--- config.mk ---
export PLATFORM = sky130hd
export DESIGN_NAME = oae_sqrt
export DESIGN_NICKNAME = d
export VERILOG_FILES = /design/src/hw/rtl/assert_macros.svh /design/src/hw/rtl/oae_pkg.sv /design/src/hw/rtl/oae_sqrt.sv
export SDC_FILE = /design/constraint.sdc
export NUM_CORES = 1
export LEC_CHECK = 0
export BUFFER_PORTS_ARGS = -buffer_cell sky130_fd_sc_hd__buf_2
export CORE_MARGIN = 2
export CORE_UTILIZATION = 52
export DETAILED_ROUTE_END_ITERATION = 6
export GPL_TIMING_DRIVEN = 0
export PLACE_DENSITY = 0.75
export SETUP_SLACK_MARGIN = 0.05
export SLEW_MARGIN = 5
export SYNTH_ARGS = -nofsm -noshare
export SYNTH_HDL_FRONTEND = slang
export SYNTH_SLANG_ARGS = --single-unit
--- constraint.sdc ---
create_clock -name aclk -period 3.4 [get_ports aclk]
set_clock_uncertainty 0.2 [all_clocks]
set_input_delay 0.68 -clock aclk [delete_from_list [all_inputs] [get_ports aclk]]
set_output_delay 0.68 -clock aclk [all_outputs]
set_load 0.005 [all_outputs]
--- src/hw/rtl/assert_macros.svh ---
// Assertion helpers for the RTL files.
`ifndef ASSERT_MACROS_SVH
`define ASSERT_MACROS_SVH

// The condition holds at every clock edge outside reset.
`define ASSERT_ALWAYS(label, clk, rstn, cond) \
    label: assert property (@(posedge clk) disable iff (!rstn) (cond)) \
        else $error("assertion failed");

// The consequent holds in the cycle after the antecedent.
`define ASSERT_NEXT(label, clk, rstn, ante, cons) \
    label: assert property (@(posedge clk) disable iff (!rstn) (ante) |=> (cons)) \
        else $error("assertion failed");

`endif

--- src/hw/rtl/oae_pkg.sv ---
`timescale 1ns / 1ps
`default_nettype none
package oae_pkg;

    localparam int MUL_W  = 34;
    localparam int MUL_PW = 2 * MUL_W;
    localparam int CW     = 36;

    localparam logic [1:0] ACT_X    = 2'd0;
    localparam logic [1:0] ACT_Y    = 2'd1;
    localparam logic [1:0] ACT_Z    = 2'd2;
    localparam logic [1:0] ACT_AXIS = 2'd3;

    localparam logic signed [CW-1:0] GAIN_Q30 = 36'sd652032874;
    localparam logic signed [CW-1:0] PI_Q30   = 36'sd3373259426;
    localparam logic signed [31:0]   ONE_Q30  = 32'sd1073741824;
    localparam logic signed [MUL_W-1:0] DEG64_TO_RAD = 34'sd292818;
    localparam logic signed [16:0] FULL_TURN    = 17'sd23040;
    localparam logic signed [16:0] HALF_TURN    = 17'sd11520;
    localparam logic signed [16:0] QUARTER_TURN = 17'sd5760;
    localparam logic signed [18:0] EULER_LIMIT  = 19'sd25736;

    localparam logic [29:0] ATAN_TAB [24] = '{
        30'd843314856, 30'd497837829, 30'd263043836, 30'd133525158,
        30'd67021686,  30'd33543515,  30'd16775850,  30'd8388437,
        30'd4194282,   30'd2097149,   30'd1048575,   30'd524287,
        30'd262143,    30'd131071,    30'd65535,     30'd32767,
        30'd16383,     30'd8191,      30'd4095,      30'd2047,
        30'd1023,      30'd511,       30'd255,       30'd127
    };

    typedef struct packed {
        logic start;
        logic vec;
    } cordic_req_t;

endpackage
`default_nettype wire

--- src/hw/rtl/oae_sqrt.sv ---
`timescale 1ns / 1ps
`default_nettype none
module oae_sqrt import oae_pkg::*; (
    input  wire logic        aclk,
    input  wire logic        aresetn,
    input  wire logic        start,
    input  wire logic [63:0] radicand,
    output logic             done,
    output logic [31:0]      root
);

    logic [63:0] rad_reg;
    logic [33:0] rem_reg;
    logic [31:0] root_reg;
    logic [4:0]  cnt_reg;
    logic        busy_reg;
    logic        done_reg;
    logic [33:0] rem_sh;
    logic [33:0] trial;

    always_comb begin
        rem_sh = {rem_reg[31:0], rad_reg[63:62]};
        trial  = {root_reg, 2'b01};
    end

    always_ff @(posedge aclk) begin
        if (!aresetn) begin
            busy_reg <= 1'b0;
            done_reg <= 1'b0;
            cnt_reg  <= '0;
        end else begin
            done_reg <= 1'b0;
            if (start) begin
                busy_reg <= 1'b1;
                cnt_reg  <= '0;
            end else if (busy_reg) begin
                cnt_reg <= cnt_reg + 5'd1;
                if (cnt_reg == 5'd31) begin
                    busy_reg <= 1'b0;
                    done_reg <= 1'b1;
                end
            end
        end
    end

    always_ff @(posedge aclk) begin
        if (start) begin
            rad_reg  <= radicand;
            rem_reg  <= '0;
            root_reg <= '0;
        end else if (busy_reg) begin
            rad_reg <= {rad_reg[61:0], 2'b00};
            if (rem_sh >= trial) begin
                rem_reg  <= rem_sh - trial;
                root_reg <= {root_reg[30:0], 1'b1};
            end else begin
                rem_reg  <= rem_sh;
                root_reg <= {root_reg[30:0], 1'b0};
            end
        end
    end

    assign done = done_reg;
    assign root = root_reg;

endmodule
`default_nettype wire

==> results of run 1 <==
-- placed cells by master, fill, tap and decap left out, types with 4 or more instances in the layout --
| cell | count |
|---|---|
| clkinv_4 | 4 |
| a31oi_1 | 4 |
| clkbuf_1 | 19 |
| a21oi_1 | 27 |
| nor3_1 | 6 |
| a211oi_1 | 12 |
| buf_2 | 100 |
| a311oi_1 | 9 |
| o21ai_0 | 8 |
| a21o_1 | 24 |
| dfxtp_1 | 71 |
| inv_1 | 41 |
| o21ai_1 | 23 |
| o211ai_1 | 4 |
| nand2_1 | 51 |
| xnor2_1 | 19 |
| inv_6 | 6 |
| and2_1 | 5 |
| o21a_1 | 4 |
| mux2_2 | 62 |
| and3_1 | 6 |
| buf_1 | 7 |
| nor2_1 | 73 |
| ha_1 | 36 |
| xor2_1 | 12 |
| nand3_1 | 8 |
| mux2i_1 | 43 |
| nand2b_1 | 5 |
| clkbuf_16 | 17 |
| o21bai_1 | 4 |
| edfxtp_1 | 64 |
| nand4_1 | 6 |
-- kinds of logic (layout without fill, tap and decap cells) --
group                      Yosys count  in the layout  share of synthesized area (%)
and+or+nand+nor                    167            167                           9.95
AOI/OAI and AO/OA                  144            144                           14.1
DFF                                135            135                           46.1
muxes                              105            105                           15.6
buffers and inverters               77            207                           4.31
adders and majority gates           36             36                           6.21
xor gates and xnor gates            31             31                           3.74
-- worst max path at each step --
stage	startpoint	endpoint	slack, ns	cells after the start
global placement	start	rad_reg[0]$_SDFFCE_PN0P_	-0.73	5
finish	root[1]$_SDFFE_PP0P_	rem_reg[29]$_SDFFE_PP0P_	0.12	11
CTS	root[1]$_SDFFE_PP0P_	rem_reg[31]$_SDFFE_PP0P_	0.05	11
global route	root[25]$_SDFFE_PP0P_	rem_reg[9]$_SDFFE_PP0P_	0.05	12
floorplan	start	rad_reg[0]$_SDFFCE_PN0P_	0.13	5
detailed placement	root[20]$_SDFFE_PP0P_	rem_reg[28]$_SDFFE_PP0P_	-0.06	12
-- layer usage --
layer  routed length (um)  track usage [%]
met5                    0                0
met4                  381             10.3
met3                 1240             6.23
met2                 8210             39.2
met1                 7090             27.7
-- report_power, final --
part | switching, W | leakage [nW] | internal, W
combinational | 0.00241 | 2.12 | 0.00175
sequential | 0.000144 | 1.22 | 0.00194
clock | 0.000747 | 0.283 | 0.00109
total | 0.00331 | 3.63 | 0.00478
-- worst reg2reg max path, cell delays in order (launching register included) --
cell      delay [ns]
dfxtp_1         0.38
inv_1           0.06
ha_1            0.37
o21a_1          0.21
a2111o_1        0.43
a31oi_4         0.26
a21oi_2         0.16
a31oi_4         0.29
o21ai_1         0.17
a41oi_2         0.26
mux2i_1         0.10
a211o_1         0.27
-- cells in the mapped netlist, types with 7 or more instances --
master	instances	area (um^2)
a211oi_1	13	97.6
a21o_1	24	180
a21oi_1	27	135
a311oi_1	9	78.8
buf_1	7	26.3
clkbuf_1	21	78.8
dfxtp_1	71	1420
edfxtp_1	64	1920
ha_1	36	450
inv_1	42	158
mux2_2	62	698
mux2i_1	43	430
nand2_1	51	191
nand3_1	8	40.0
nor2_1	73	274
o21ai_0	8	40.0
o21ai_1	23	115
xnor2_1	19	166
xor2_1	12	105
-- metrics by stage --
stage | hold WS [ns] | setup slack [ns] | power [W] | setup TNS, ns
global route | 0.297 | 0.0510 | 0.00851 | 0
CTS | 0.266 | 0.0530 | 0.00795 | 0
floorplan | 0.232 | 0.127 | 0.00518 | 0
finish | 0.265 | 0.120 | 0.00808 | 0
detailed placement | 0.257 | -0.0550 | 0.00604 | -0.142
global placement | 0.249 | -0.727 | 0.00592 | -46.38
-- repair_timing --
action                                  CTS  global route
endpoints found under the setup margin   14            24
pin swaps                                 1             0
gates resized for setup                   1             6
setup buffers                             1             0
-- cell type report --
class                      instances  area [um^2]
buffer                            33          153
clock buffer                      17          425
clock inverter                    15          166
fill                            1141         5160
inverter                          42          158
multi-input combinational        483         3620
sequential                       135         3340
tap                              180          225
timing repair buffer             100          518
==> summary.md, run 1 <==
| Metric | Value |
|---|---|
| Outcome | completed |
| Clk sinks | 135 |
| Share of cells above drive strength 1 | 26.2% |
| Number of vias per cell | 5.65 |
| Worst EP required | 3.51 ns |
| Mapped Cells | 695 |
| CTS tree | done |
| # setup viols final | 0 |
| #FFs+latches synth | 135 |
| Pwr Density | 939 nW/um^2 |
| Achievable frequency | 0.305 GHz |
| Worst R2R Path Depth | 11 |
| Starting Density | 52.7% |
| Max clock buf depth | 2 |
| Cell mode on critical path | a31oi_4 |
| Max reg flops | 64 |
| Initial antenna violation count | 0 |
| Routability congestion estimate | 0.928 |
| Fin util | 62.5% |
| CP max-delay cell | a2111o_1 |
| Inserted Diodes | 0 |
| CP Cell Sequence | inv_1 -> ha_1 -> o21a_1 -> a2111o_1 -> a31oi_4 -> a21oi_2 -> a31oi_4 -> o21ai_1 -> a41oi_2 -> mux2i_1 -> a211o_1 |
| Synth unique cells | 56 |
| GR Util All Layers | 23.2% |
| Share of the clock period used by the worst path | 96.5% |
| Skew-Pair Late Insertion Delay | 0.43 ns |
| Core box area | 13800 um^2 |
| R2r setup slk | 0.12 ns |
| Cells after DPL | 974 |
| Wirelength, routed | 16900 um |
| Reg-to-reg startpoint | root[1]$_SDFFE_PP0P_ |
| Final ANT Viol Nets | 0 |
| DR iter-0 viols | 325 |
| Buf/Inv on CP | 1 |
| Vias in the first global route | 5664 |
| Share of flip-flops with an asynchronous set or reset | 0% |
| Max stage delay on crit path | 0.43 ns |
| Synthesized net count | 798 |
| Clk root buf | clkbuf_16 |
| CTS clk-pin slew, worst paths | 0.06 ns |
| Hold_sp | rem_reg[30]$_SDFFE_PP0P_ |
| WP data arrival | 3.39 ns |
| # hold bufs at CTS | 0 |
| Total congestion overflow | 0 |
| Full die area | 14900 um^2 |
| CTS Buf Count | 17 |
| Post-Layout Inst Area | 8610 um^2 |
| CP max FO | 5 |
| Detailed-route via count | 5680 |
| Mapped Area | 7250 um^2 |
| Max Slew Vio Count | 0 |
| Worst-margin pin slew | 0.865 ns |
| Minimum clock period | 3.28 ns |
| RSZ-0062 raised after global routing | false |
| Kind of cell adding the most delay to the critical path | compound AO/OA/AOI/OAI gates |
| # rows | 43 |
| Hold endpoint | rem_reg[30]$_SDFFE_PP0P_ |
| Number of enable flip-flop cells after synthesis | 64 |
| DIE HEIGHT | 122 um |
| Drt first pass iters | 5 |
| Synth warn | 0 |
| Fin. Hold Viols | 0 |
| Startpoint Class | flip-flop |
| Worst reg2reg path endpoint | rem_reg[29]$_SDFFE_PP0P_ |
| Maximum vdd drop | 0.000797 V |
| Sequential share of the synthesized area | 46.1% |
| Critical Path Sink Type | flip-flop |
| HPWL Detailed | 11900 um |
| Max_slew headroom | 42.3% |
| Hold WC Path Type | reg2reg |
| First-pass GRT wire length | 26800 um |
| Commonest register cell after synthesis | dfxtp_1 |
| Avg WL per Cell | 16.8 um |
| Die X | 122 um |
| Critical path class | reg2reg |
| Largest net degree at the start of global routing | 45 |
| Placement Cell Area | 7990 um^2 |
| H-tree levels | 4 |
| Hold Path Depth | 2 |
| DRC | 0 |
| Area Overhead vs Synth | 18.7% |
| I/O Buffers | 98 |
| I/O pin total | 100 |
| P_leak | 3.63 nW |
| Final net count | 915 |
| Avg Inst Size Synth | 10.4 um^2 |
| Max-cap check violation count | 0 |
| Post-Layout Cell Count | 1005 |
Note: power is estimated with default switching activity, not from simulation.
==> run 2: changes to the inputs <==
--- a/config.mk
+++ b/config.mk
@@ -10,7 +10,7 @@
 export CORE_UTILIZATION = 52
 export DETAILED_ROUTE_END_ITERATION = 6
 export GPL_TIMING_DRIVEN = 0
-export PLACE_DENSITY = 0.75
+export PLACE_DENSITY = 0.78
 export SETUP_SLACK_MARGIN = 0.05
 export SLEW_MARGIN = 5
 export SYNTH_ARGS = -nofsm -noshare
==> run 2 against run 1 <==
Compared with the run above: critical endpoint unchanged; largest cell class unchanged; combinational power about the same; design area hardly changed; die area stayed put.
==> summary.md, run 2 (synthesized netlist as in run 1, its figures left out) <==
| Metric | Value |
|---|---|
| # setup viols final | 0 |
| Area Overhead vs Synth | 18.8% |
| Max reg flops | 64 |
| Initial antenna violation count | 0 |
| Critical path class | reg2reg |
| Starting Density | 52.7% |
| Core box area | 13800 um^2 |
| Wirelength, routed | 16300 um |
| CTS clk-pin slew, worst paths | 0.06 ns |
| Maximum vdd drop | 0.000740 V |
| DR iter-0 viols | 372 |
| DIE HEIGHT | 122 um |
| Total congestion overflow | 0 |
| Max stage delay on crit path | 0.42 ns |
| Share of cells above drive strength 1 | 26.2% |
| Commonest non-fill, non-tap cell in the layout | buf_2 |
| Max_slew headroom | 44.3% |
| Outcome | completed |
| Logic pwr share | 52.0% |
| P_leak | 3.62 nW |
| Final net count | 917 |
| WP depth | 11 |
| Skew-Pair Late Insertion Delay | 0.42 ns |
| # rows | 43 |
| Sum Neg Setup Slack | 0 ns |
| Fin util | 62.6% |
| Max clock buf depth | 2 |
| Minimum clock period | 3.18 ns |
| Worst-margin pin slew | 0.835 ns |
| Achievable frequency | 0.314 GHz |
| P_int | 0.00477 W |
| Critical Path Sink Type | flip-flop |
| CP max-delay cell | a2111o_1 |
| Number of vias per cell | 5.54 |
| Most frequent cells in the layout | 100 x buf_2, 73 x nor2_1, 71 x dfxtp_1, 64 x edfxtp_1, 62 x mux2_2 |
| Switch share | 40.3% |
| CP Cell Sequence | inv_1 -> ha_2 -> o21a_1 -> a2111o_1 -> a31oi_4 -> a21oi_2 -> a31oi_4 -> o21ai_1 -> a41oi_2 -> mux2i_1 -> a211o_1 |
| Detailed-route via count | 5582 |
| H-tree levels | 4 |
| Cell mode on critical path | a31oi_4 |
| Vias in the first global route | 5528 |
| I/O pin total | 100 |
| Buf/Inv on CP | 1 |
| I/O Buffers | 98 |
| Clock share of power | 21.9% |
| Hold Path Depth | 2 |
| Routability congestion estimate | 0.868 |
| Clk root buf | clkbuf_16 |
| Sequential share of power | 26.1% |
| First-pass GRT wire length | 26600 um |
| DRC | 0 |
| Worst EP required | 3.51 ns |
| Hold WC Path Type | reg2reg |
| Largest net degree at the start of global routing | 34 |
| Share of the clock period used by the worst path | 93.6% |
| Final ANT Viol Nets | 0 |
| RSZ-0062 raised after global routing | false |
| Inserted Diodes | 0 |
| CTS tree | done |
| Area of the multi-input gates | 3640 um^2 |
| Pwr Density | 927 nW/um^2 |
| HPWL Detailed | 11400 um |
| Clk sinks | 135 |
| Startpoint Class | flip-flop |
| Psw | 0.00322 W |
| Full die area | 14900 um^2 |
| Avg WL per Cell | 16.1 um |
| Fin. Hold Viols | 0 |
| FILL cells | 1157 |
| Drt first pass iters | 5 |
| WP data arrival | 3.29 ns |
| Max Slew Vio Count | 0 |
| GR Util All Layers | 23.1% |
| Kind of cell adding the most delay to the critical path | compound AO/OA/AOI/OAI gates |
| Storage element area | 3340 um^2 |
| CP max FO | 5 |
| Die X | 122 um |
| Worst R2R Path Depth | 11 |
| CTS Buf Count | 17 |
| Max-cap check violation count | 0 |
[run 2: worst paths after layout]
kind                             from                       end  slack, ns
max reg2reg      root[1]$_SDFFE_PP0P_  rem_reg[29]$_SDFFE_PP0P_       0.22
min          rem_reg[30]$_SDFFE_PP0P_  rem_reg[30]$_SDFFE_PP0P_       0.26
max              root[1]$_SDFFE_PP0P_  rem_reg[29]$_SDFFE_PP0P_       0.22
min reg2reg  rem_reg[30]$_SDFFE_PP0P_  rem_reg[30]$_SDFFE_PP0P_       0.26
[run 2: repair_timing]
item | in CTS | in global routing
buffers inserted | 0 | 3
endpoints found under the setup margin | 10 | 33
resized for setup | 2 | 7
pin swaps | 0 | 2
hold buffers | 0 | 0
[run 2: tightest hold or removal path: cells and delay by family (launching register included)]
kind / cells / cell delay [ns]
compound gates: 1 / 0.05
flops: 1 / 0.31
simple gates: 1 / 0.05
[run 2: power by group through the flow]
stage	clock (W)	sequential [W]	combinational [W]
3_3_place_gp	0	0.00211	0.00385
4_1_cts	0.00177	0.00208	0.00393
5_1_grt	0.00185	0.00211	0.00456
3_5_place_dp	0	0.00211	0.00388
6_report	0.00175	0.00208	0.00415
2_1_floorplan	0	0.00206	0.00312
[run 2: metrics by stage]
stage                     instances  power (W)  hold WS (ns)  instance area (um^2)  worst slack, ns
final                          1007    0.00799         0.261                  8620            0.219
after global routing           1007    0.00851         0.290                  8620           0.0415
after CTS                      1006    0.00779         0.268                  8560           0.0696
after detailed placement        974    0.00600         0.255                  7990          -0.0222
after global placement          973    0.00596         0.256                  7970           -0.847
after floorplan                 695    0.00518         0.232                  7250            0.127
[run 2: final cells by class]
cell class                      count  area share (%)
Clock inverter                     13            1.38
Tap cell                          180            2.61
Buffer                             33            1.77
Clock buffer                       19            5.14
Sequential cell                   135            38.8
Inverter                           42            1.83
Multi-Input combinational cell    483            42.3
Timing Repair Buffer              102            6.19
[run 2: metal layers]
metal	vias up	track usage (%)	routed length (um)
met5	-	0	0
met4	0	8.69	323
li1	2755	-	-
met2	161	37.2	7690
met3	27	8.43	1170
met1	2639	28.5	7070
