## config.mk

```make
export PLATFORM = sky130hd
export DESIGN_NAME = oae_cordic
export DESIGN_NICKNAME = d
export VERILOG_FILES = /design/src/hw/rtl/assert_macros.svh /design/src/hw/rtl/oae_pkg.sv /design/src/hw/rtl/oae_cordic.sv
export SDC_FILE = /design/constraint.sdc
export NUM_CORES = 1
export LEC_CHECK = 0
export BUFFER_PORTS_ARGS = -buffer_cell sky130_fd_sc_hd__clkbuf_2
export CORE_MARGIN = 2
export CORE_UTILIZATION = 30
export CTS_CLUSTER_SIZE = 28
export DETAILED_ROUTE_END_ITERATION = 10
export SKIP_LAST_GASP = 1
export SYNTH_ARGS = -nofsm -noshare
export SYNTH_HDL_FRONTEND = slang
export SYNTH_SLANG_ARGS = --single-unit
```

## constraint.sdc

```tcl
create_clock -name aclk -period 16.9 [get_ports aclk]
set_input_delay 0.845 -clock aclk [delete_from_list [all_inputs] [get_ports aclk]]
set_output_delay 0.845 -clock aclk [all_outputs]
set_load 0.005 [all_outputs]
```

## src/hw/rtl/assert_macros.svh

```systemverilog
// Assertion helpers for the RTL files.
`ifndef ASSERT_MACROS_SVH
`define ASSERT_MACROS_SVH

// The condition holds at every clock edge outside reset.
`define ASSERT_ALWAYS(label, clk, rstn, cond) \
    label: assert property (@(posedge clk) disable iff (!rstn) (cond)) \
        else $error("assertion failed");

// The consequent holds in the cycle after the antecedent.
`define ASSERT_NEXT(label, clk, rstn, ante, cons) \
    label: assert property (@(posedge clk) disable iff (!rstn) (ante) |=> (cons)) \
        else $error("assertion failed");

`endif

```

## src/hw/rtl/oae_pkg.sv

```systemverilog
`timescale 1ns / 1ps
`default_nettype none
package oae_pkg;

    localparam int MUL_W  = 34;
    localparam int MUL_PW = 2 * MUL_W;
    localparam int CW     = 36;

    localparam logic [1:0] ACT_X    = 2'd0;
    localparam logic [1:0] ACT_Y    = 2'd1;
    localparam logic [1:0] ACT_Z    = 2'd2;
    localparam logic [1:0] ACT_AXIS = 2'd3;

    localparam logic signed [CW-1:0] GAIN_Q30 = 36'sd652032874;
    localparam logic signed [CW-1:0] PI_Q30   = 36'sd3373259426;
    localparam logic signed [31:0]   ONE_Q30  = 32'sd1073741824;
    localparam logic signed [MUL_W-1:0] DEG64_TO_RAD = 34'sd292818;
    localparam logic signed [16:0] FULL_TURN    = 17'sd23040;
    localparam logic signed [16:0] HALF_TURN    = 17'sd11520;
    localparam logic signed [16:0] QUARTER_TURN = 17'sd5760;
    localparam logic signed [18:0] EULER_LIMIT  = 19'sd25736;

    localparam logic [29:0] ATAN_TAB [24] = '{
        30'd843314856, 30'd497837829, 30'd263043836, 30'd133525158,
        30'd67021686,  30'd33543515,  30'd16775850,  30'd8388437,
        30'd4194282,   30'd2097149,   30'd1048575,   30'd524287,
        30'd262143,    30'd131071,    30'd65535,     30'd32767,
        30'd16383,     30'd8191,      30'd4095,      30'd2047,
        30'd1023,      30'd511,       30'd255,       30'd127
    };

    typedef struct packed {
        logic start;
        logic vec;
    } cordic_req_t;

endpackage
`default_nettype wire

```

## src/hw/rtl/oae_cordic.sv

```systemverilog
`timescale 1ns / 1ps
`default_nettype none
module oae_cordic import oae_pkg::*; #(
    parameter int STEPS = 16
) (
    input  wire logic                 aclk,
    input  wire logic                 aresetn,
    input  wire cordic_req_t          req,
    input  wire logic signed [CW-1:0] x_in,
    input  wire logic signed [CW-1:0] y_in,
    input  wire logic signed [CW-1:0] z_in,
    output logic                      done,
    output logic signed [CW-1:0]      x_out,
    output logic signed [CW-1:0]      y_out,
    output logic signed [CW-1:0]      z_out
);

    logic signed [CW-1:0] x_reg;
    logic signed [CW-1:0] y_reg;
    logic signed [CW-1:0] z_reg;
    logic                 vec_reg;
    logic [4:0]           i_reg;
    logic                 busy_reg;
    logic                 done_reg;
    logic signed [CW-1:0] xs;
    logic signed [CW-1:0] ys;
    logic signed [CW-1:0] at;
    logic                 sigma;

    always_comb begin
        xs    = x_reg >>> i_reg;
        ys    = y_reg >>> i_reg;
        at    = $signed({{(CW-30){1'b0}}, ATAN_TAB[i_reg]});
        sigma = vec_reg ? y_reg[CW-1] : !z_reg[CW-1];
    end

    always_ff @(posedge aclk) begin
        if (!aresetn) begin
            busy_reg <= 1'b0;
            done_reg <= 1'b0;
            i_reg    <= '0;
        end else begin
            done_reg <= 1'b0;
            if (req.start) begin
                busy_reg <= 1'b1;
                i_reg    <= '0;
            end else if (busy_reg) begin
                i_reg <= i_reg + 5'd1;
                if (i_reg == 5'(STEPS - 1)) begin
                    busy_reg <= 1'b0;
                    done_reg <= 1'b1;
                end
            end
        end
    end

    always_ff @(posedge aclk) begin
        if (req.start) begin
            vec_reg <= req.vec;
            if (req.vec && x_in[CW-1]) begin
                x_reg <= -x_in;
                y_reg <= -y_in;
                z_reg <= y_in[CW-1] ? -PI_Q30 : PI_Q30;
            end else begin
                x_reg <= x_in;
                y_reg <= y_in;
                z_reg <= req.vec ? '0 : z_in;
            end
        end else if (busy_reg) begin
            if (sigma) begin
                x_reg <= x_reg - ys;
                y_reg <= y_reg + xs;
                z_reg <= z_reg - at;
            end else begin
                x_reg <= x_reg + ys;
                y_reg <= y_reg - xs;
                z_reg <= z_reg + at;
            end
        end
    end

    assign done  = done_reg;
    assign x_out = x_reg;
    assign y_out = y_reg;
    assign z_out = z_reg;

endmodule
`default_nettype wire
```

==> reports/qor.yml, run 1 <==
job:
  max-cap-violations: 0
cts:
  cts_tree: "yes"
  cts.clk_slew.worst_paths_ns: 0.06
  cts_buffer_depth: 2
  holdBufCountCts: 0
  root_buffer: "clkbuf_16"
  cts_resized: 0
  cts_buffers: 17
  cts_setup_buffers: 0
  clk_latency_ns: 0.49
  cts-htree-levels: 4
  cts.sinks: 116
worst_setup_path:
  setup.worst_path.end_class: "flop"
  cpLargestDelayFamily: "compound AO/OA/AOI/OAI gates"
  cpMaxStageDelayCell: "buf_4"
  r2r_start: "i_reg[1]"
  cp_max_fo: 54
  reg2reg_slack_ns: 8.80
  critical_path_class: "flop to flop"
  reg2reg_to: "x_out[35]"
  worstPathRequired_ns: 17.14
  path_buf_inv: 2
  slowest_delay_ns: 0.79
  path_cells: "buf_4 -> mux4_2 -> mux2i_1 -> inv_1 -> mux4_2 -> or2_4 -> nor4_1 -> a21oi_1 -> xnor2_1 -> ha_1 -> nand3_1 -> a2111o_1 -> o31ai_1 -> a21oi_1 -> and2_1 -> o21ai_0 -> a31oi_1 -> o311ai_0 -> xnor3_1 -> a21o_1"
  arrival_ns: 8.34
  reg2regPathDepth: 20
  critPathLaunchType: "flop"
logic_synthesis:
  synth_top_family_by_area: "compound AO/OA/AOI/OAI gates"
  synthSimpleGateAreaFrac: 0.159
  ys_types: 81
  postSynthAreaPerCell_sq_um: 8.28
  synth-compound-area-share: 0.247
  syn_nets: 2393
  ys.warnings.count: 0
  synth_fa_ha_area_frac: 0.0881
  ys.flop_type: "edfxtp_1"
  yosysSeqAreaShare: 0.191
  synthArstFlopShare: 0
  synth-xor-area-share: 0.121
  synthMuxAreaShare: 0.149
  ys_seq_elements: 116
  synth_edf_count: 109
  synth_cells: 2157
  syn_area_sq_um: 17900
placed_design:
  gp_congestion: 0.946
  portBuffers: 220
  dp_hpwl_mm: 53.8
  place_area_sq_um: 19600
sta:
  rsz0062_at_grt: "false"
  fin_worst_skew_ns: 0.0133
  period_needed_ns: 8.10
  timing.final.crit_share: 0.479
  fin_tns_setup_ns: 0
  setup_violations: 0
  max_freq_mhz: 124
  slew_violations: 0
  worst_slew_pin_slew_ns: 1.17
  slew_headroom: 0.201
  hold_viol_final: 0
layout:
  final_common_cell: "clkbuf_2"
  fillers: 6131
  area_growth_pct: 13.2
  drive_gt1_frac: 0.182
  final_area_sq_um: 20200
  fin_nets: 2537
  final_cell_mix: "clkbuf_2 (219), a21oi_1 (217), nand2_1 (199)"
hold_path:
  hp-class: "flop to flop"
  hp-start: "busy_reg"
  min_to: "done"
  min_path_cells: 2
drt:
  first_iter_violations: 1264
  wl_mm: 69.2
  routed-wl-met2_mm: 33.2
  via_per_inst: 5.78
  drt-met1-wl_mm: 30.5
  ant_nets: 0
  top_layer: "met4"
  wl_met3_mm: 3.77
  vias: 17800
  drt-wirelength-per-cell_um: 22.4
  drc: 0
  dr.pass1.iters: 7
floorplan:
  io-pin-count: 221
  start_util: 0.303
  die_w_um: 248
  die_h_um: 248
  core_area_sq_um: 58900
  fp-row-count: 89
  dieArea_sq_um: 61500
pwr:
  powerDensity_nw_per_um2: 268
  power_mw: 5.42
  peakVddDrop_uv: 102
  p_leak_nw: 8.08
grt:
  track_usage: 0.223
  grt_pass1_vias: 17500
  overflow: 0
  antenna_found_initial: 0
  grt_pass1_wl_mm: 104
  grt_max_degree: 84
status:
  outcome: "finished, final reports clean"
[metrics by stage]
stage / hold WS (ns) / cells / utilization / worst slack [ns]
after floorplan: 0.623 / 2157 / - / 10.74
after global placement: 0.611 / 3055 / 0.333 / 9.13
after detailed placement: 0.615 / 3055 / 0.333 / 8.87
after CTS: 0.575 / 3087 / 0.343 / 8.87
after global routing: 0.619 / 3087 / 0.343 / 8.39
final: 0.608 / 3088 / 0.343 / 8.80
[report_power, final]
| part | switching (mW) | total, mW | internal (mW) |
|---|---|---|---|
| logic | 2.39 | 4.19 | 1.80 |
| clock network | 0.162 | 0.382 | 0.220 |
| registers | 0.284 | 0.841 | 0.557 |
[final cells by class]
type                    instances  area [sq um]  area share
multi-input cells            1852         13700       0.677
repair buffers                244          1280      0.0635
inverters                      70           263      0.0130
diodes                          1          2.50    0.000124
clock buffers                  17           425      0.0210
flip-flops and latches        116          3420       0.169
clock inverters                15           170     0.00841
well taps                     773           967      0.0478
[cell families after synthesis]
kind of cell | after synthesis
AND/OR/NAND/NOR | 606
AO/OA/AOI/OAI | 713
buffers and inverters | 189
XOR/XNOR | 246
multiplexers | 163
adder cells (fa/ha/maj) | 124
flip-flops | 116
[layer usage]
metal,vias up,GRT usage
li1,8380,-
met1,8724,0.293
met2,650,0.375
met3,86,0.0333
met4,0,0.0724
met5,-,0
[Yosys cell counts (13+ instances only)]
library cell | n | area (sq um)
a21oi_1 | 217 | 1090
nand2_1 | 200 | 751
o21ai_0 | 191 | 956
nor2_1 | 179 | 672
xnor2_1 | 136 | 1190
ha_1 | 121 | 1510
edfxtp_1 | 109 | 3270
xor2_1 | 109 | 955
mux4_2 | 80 | 1800
clkbuf_1 | 71 | 267
inv_1 | 68 | 255
mux2i_1 | 56 | 561
a21o_1 | 50 | 375
nor3_1 | 34 | 170
nand3_1 | 33 | 165
o21a_1 | 32 | 240
a31oi_1 | 28 | 175
mux2_2 | 27 | 304
o211ai_1 | 25 | 188
a211oi_1 | 24 | 180
nand2b_1 | 24 | 150
buf_1 | 21 | 78.8
and3_1 | 18 | 113
o31ai_1 | 18 | 135
or3_1 | 16 | 100
buf_2 | 14 | 70.1
o21bai_1 | 14 | 105
nand4_1 | 13 | 81.3
or2_2 | 13 | 81.3
[worst reg2reg max path: stages (launching register included)]
cell and delay [ns]:
dfxtp_4 0.75, buf_4 0.81, mux4_2 0.66, mux2i_1 0.65, inv_1 0.09, mux4_2 0.50, or2_4 0.29, nor4_1 0.73
a21oi_1 0.17, xnor2_1 0.18, ha_1 0.35, nand3_1 0.23, a2111o_1 0.41, o31ai_1 0.08, a21oi_1 0.11, and2_1 0.23
o21ai_0 0.51, a31oi_1 0.23, o311ai_0 0.43, xnor3_1 0.28, a21o_1 0.18
[worst max path at each step]
stage	start	slack (ns)	to	cells after the start
global placement	i_reg[1]	9.13	x_out[35]	20
finish	i_reg[1]	8.80	x_out[35]	20
detailed placement	i_reg[1]	8.87	x_out[35]	20
CTS	i_reg[1]	8.87	x_out[35]	20
floorplan	i_reg[1]	10.74	y_out[35]	25
global route	i_reg[1]	8.39	x_out[35]	20
No activity file was read; power rests on OpenSTA's default activity.
==> run 2, diff against run 1 <==
- ABC_AREA: not set -> 1
- clock period: 16.9 -> 7.1 ns (I/O delays scaled with it)
==> run 2 against run 1 <==
  * Core utilization is 0.41 points lower
  * Area after synthesis grew 10%
  * Synthesized cell count grew 54%
  * Global-route usage is 1.0 points higher
  * First-iteration DRC count rose by 80%
  * Via count rose by 29%
  * Sequential share of layout area shrank 1.3 points
==> reports/qor.yml, run 2 <==
status:
  outcome: "finished, final reports clean"
pwr:
  power_mw: 12.7  # +130%
  powerDensity_nw_per_um2: 579  # +120%
  peakVddDrop_uv: 177  # +74%
  p_leak_nw: 10.6  # +31%
cts:
  cts.clk_slew.worst_paths_ns: 0.07  # about the same
  cts_buffer_depth: 2  # unchanged
  cts_tree: "yes"
  cts.sinks: 116  # unchanged
  cts_setup_buffers: 0  # unchanged
  cts_resized: 0  # unchanged
  root_buffer: "clkbuf_16"
  cts_buffers: 17  # unchanged
  clk_latency_ns: 0.49  # about the same
  cts-htree-levels: 4  # unchanged
  holdBufCountCts: 0  # unchanged
logic_synthesis:
  postSynthAreaPerCell_sq_um: 5.93  # -28%
  ys.flop_type: "edfxtp_1"
  synth.most_common_cell: "nand2_1"
  ys_types: 60  # -26%
  synth_top_area_cell: "nand2_1"
  ys.warnings.count: 0  # unchanged
  syn_nets: 3555  # +49%
  ys_seq_elements: 116  # unchanged
  synth_edf_count: 109  # unchanged
  synthArstFlopShare: 0  # unchanged
  netlist_top_cells_area: "nand2_1 (18%), edfxtp_1 (17%), nand3_1 (11%)"
  yosysSeqAreaShare: 0.174  # -0.0175
  yosys-top-cells-count: "nand2_1 (967), nand3_1 (421), nor2_1 (292)"
  yosysTopAreaCellShare: 0.185  # +0.00131
  synth_cells: 3319  # +54%
  syn_area_sq_um: 19700  # +10%
worst_setup_path:
  critical_path_class: "flop to flop"
  worstPathRequired_ns: 7.33  # -9.81 ns
  reg2regPathDepth: 28  # +40%
  critPathLaunchType: "flop"
  cpMaxStageDelayCell: "dfxtp_2"
  path_common_cell: "nand3_1"
  arrival_ns: 6.29  # -2.05 ns
  cp_max_fo: 47  # -13%
  slowest_delay_ns: 0.76  # -0.03 ns
  setup.worst_path.end_class: "flop"
floorplan:
  die_h_um: 260  # +4.8%
  io-pin-count: 221  # unchanged
  core_area_sq_um: 64700  # +9.8%
  dieArea_sq_um: 67600  # +9.9%
  die_w_um: 260  # +4.8%
  start_util: 0.304  # +0.000766
  fp-row-count: 93  # +4.5%
grt:
  track_usage: 0.233  # +0.0101
  grt_max_degree: 77  # -8.3%
  antenna_found_initial: 0  # unchanged
  grt_pass1_vias: 20900  # +19%
  grt_pass1_wl_mm: 122  # +17%
  overflow: 0  # unchanged
drt:
  first_iter_violations: 2280  # +80%
  dr.pass1.iters: 6  # -1
  wl_mm: 80.8  # +17%
  drc: 0  # unchanged
  drt-wirelength-per-cell_um: 18.7  # -17%
  via_per_inst: 5.32  # -8.0%
  ant_nets: 0  # unchanged
  vias: 23000  # +29%
placed_design:
  gp_congestion: 0.975  # +3.0%
  dp_hpwl_mm: 66.1  # +23%
  portBuffers: 220  # unchanged
sta:
  timing.final.crit_share: 0.854  # +0.375
  setup_violations: 0  # unchanged
  hold_ws_ns: 0.160  # -0.447 ns
  period_needed_ns: 6.06  # -2.03 ns
  fin_tns_setup_ns: 0  # unchanged
  slew_headroom: 0.349  # +0.147
  worst_slew_pin_slew_ns: 0.969  # -0.196 ns
  max_freq_mhz: 165  # +34%
  slew_violations: 0  # unchanged
  fin_worst_skew_ns: 0.0183  # +0.00495 ns
  rsz0062_at_grt: "false"
  hold_viol_final: 0  # unchanged
layout:
  area_growth_pct: 11.6
  fin_nets: 3691  # +45%
  drive_gt1_frac: 0.120  # -0.0621
  final_cell_mix: "nand2_1 (967), nand3_1 (421), nor2_1 (289)"
  fillers: 7365  # +20%
  antenna_cells: 0  # -1
  final_common_cell: "nand2_1"
hold_path:
  min_path_cells: 3  # +1
  hp-class: "input port to flop"
job:
  max-cap-violations: 0  # unchanged
-- run 2: logic make-up after synthesis --
kind of cell | count (synthesis) | synth area share
and+or+nand+nor | 1871 | 0.416
AOI/OAI and AO/OA | 672 | 0.191
buffers and inverters | 432 | 0.0930
adders and majority gates | 124 | 0.0800
DFF | 116 | 0.174
xor gates and xnor gates | 104 | 0.0463
-- run 2: layout make-up --
cell class | instances | area, sq um | area share
Multi-Input combinational cell | 2771 | 14400 | 0.658
Clock buffer | 17 | 425 | 0.0194
Sequential cell | 116 | 3420 | 0.156
Tap cell | 855 | 1070 | 0.0487
Inverter | 305 | 1150 | 0.0525
Timing Repair Buffer | 244 | 1280 | 0.0585
Clock inverter | 14 | 153 | 0.00695
-- run 2: worst max-delay path, delay by kind of cell, from the launching register on --
kind	cells	cell delay, ns
xor+xnor	1	0.14
flops	1	0.76
simple gates	20	3.15
buf+inv	4	1.03
fa+ha+maj	2	0.52
compound gates	1	0.17
-- run 2: worst paths after layout --
kind | startpoint | endpoint | slack (ns)
setup / recovery | i_reg[2] | y_out[35] | 1.04
hold / removal | z_in[32] | z_out[32] | 0.16
setup reg to reg | i_reg[2] | y_out[35] | 1.04
hold reg to reg | busy_reg | i_reg[4] | 0.53
-- run 2: layer usage --
layer / vias up / track usage / share of wire
li1: 11500 / - / -
met3: 93 / 0.0336 / 0.063
met5: - / 0 / 0
met2: 806 / 0.370 / 0.45
met1: 10600 / 0.325 / 0.46
met4: 0 / 0.0708 / 0.026
-- run 2: power breakdown --
| part | internal, mW | switching [mW] |
|---|---|---|
| registers | 1.27 | 0.690 |
| logic | 3.32 | 6.54 |
| clock network | 0.517 | 0.386 |
-- run 2: metrics by stage --
stage / setup WS, ns / utilization / cell area, sq um / cells
global placement: 1.19 / 0.330 / 21400 / 4291
floorplan: 3.04 / - / 19700 / 3319
detailed placement: 1.11 / 0.330 / 21400 / 4291
CTS: 1.07 / 0.339 / 22000 / 4322
global route: 0.578 / 0.339 / 22000 / 4322
finish: 1.04 / 0.339 / 22000 / 4322
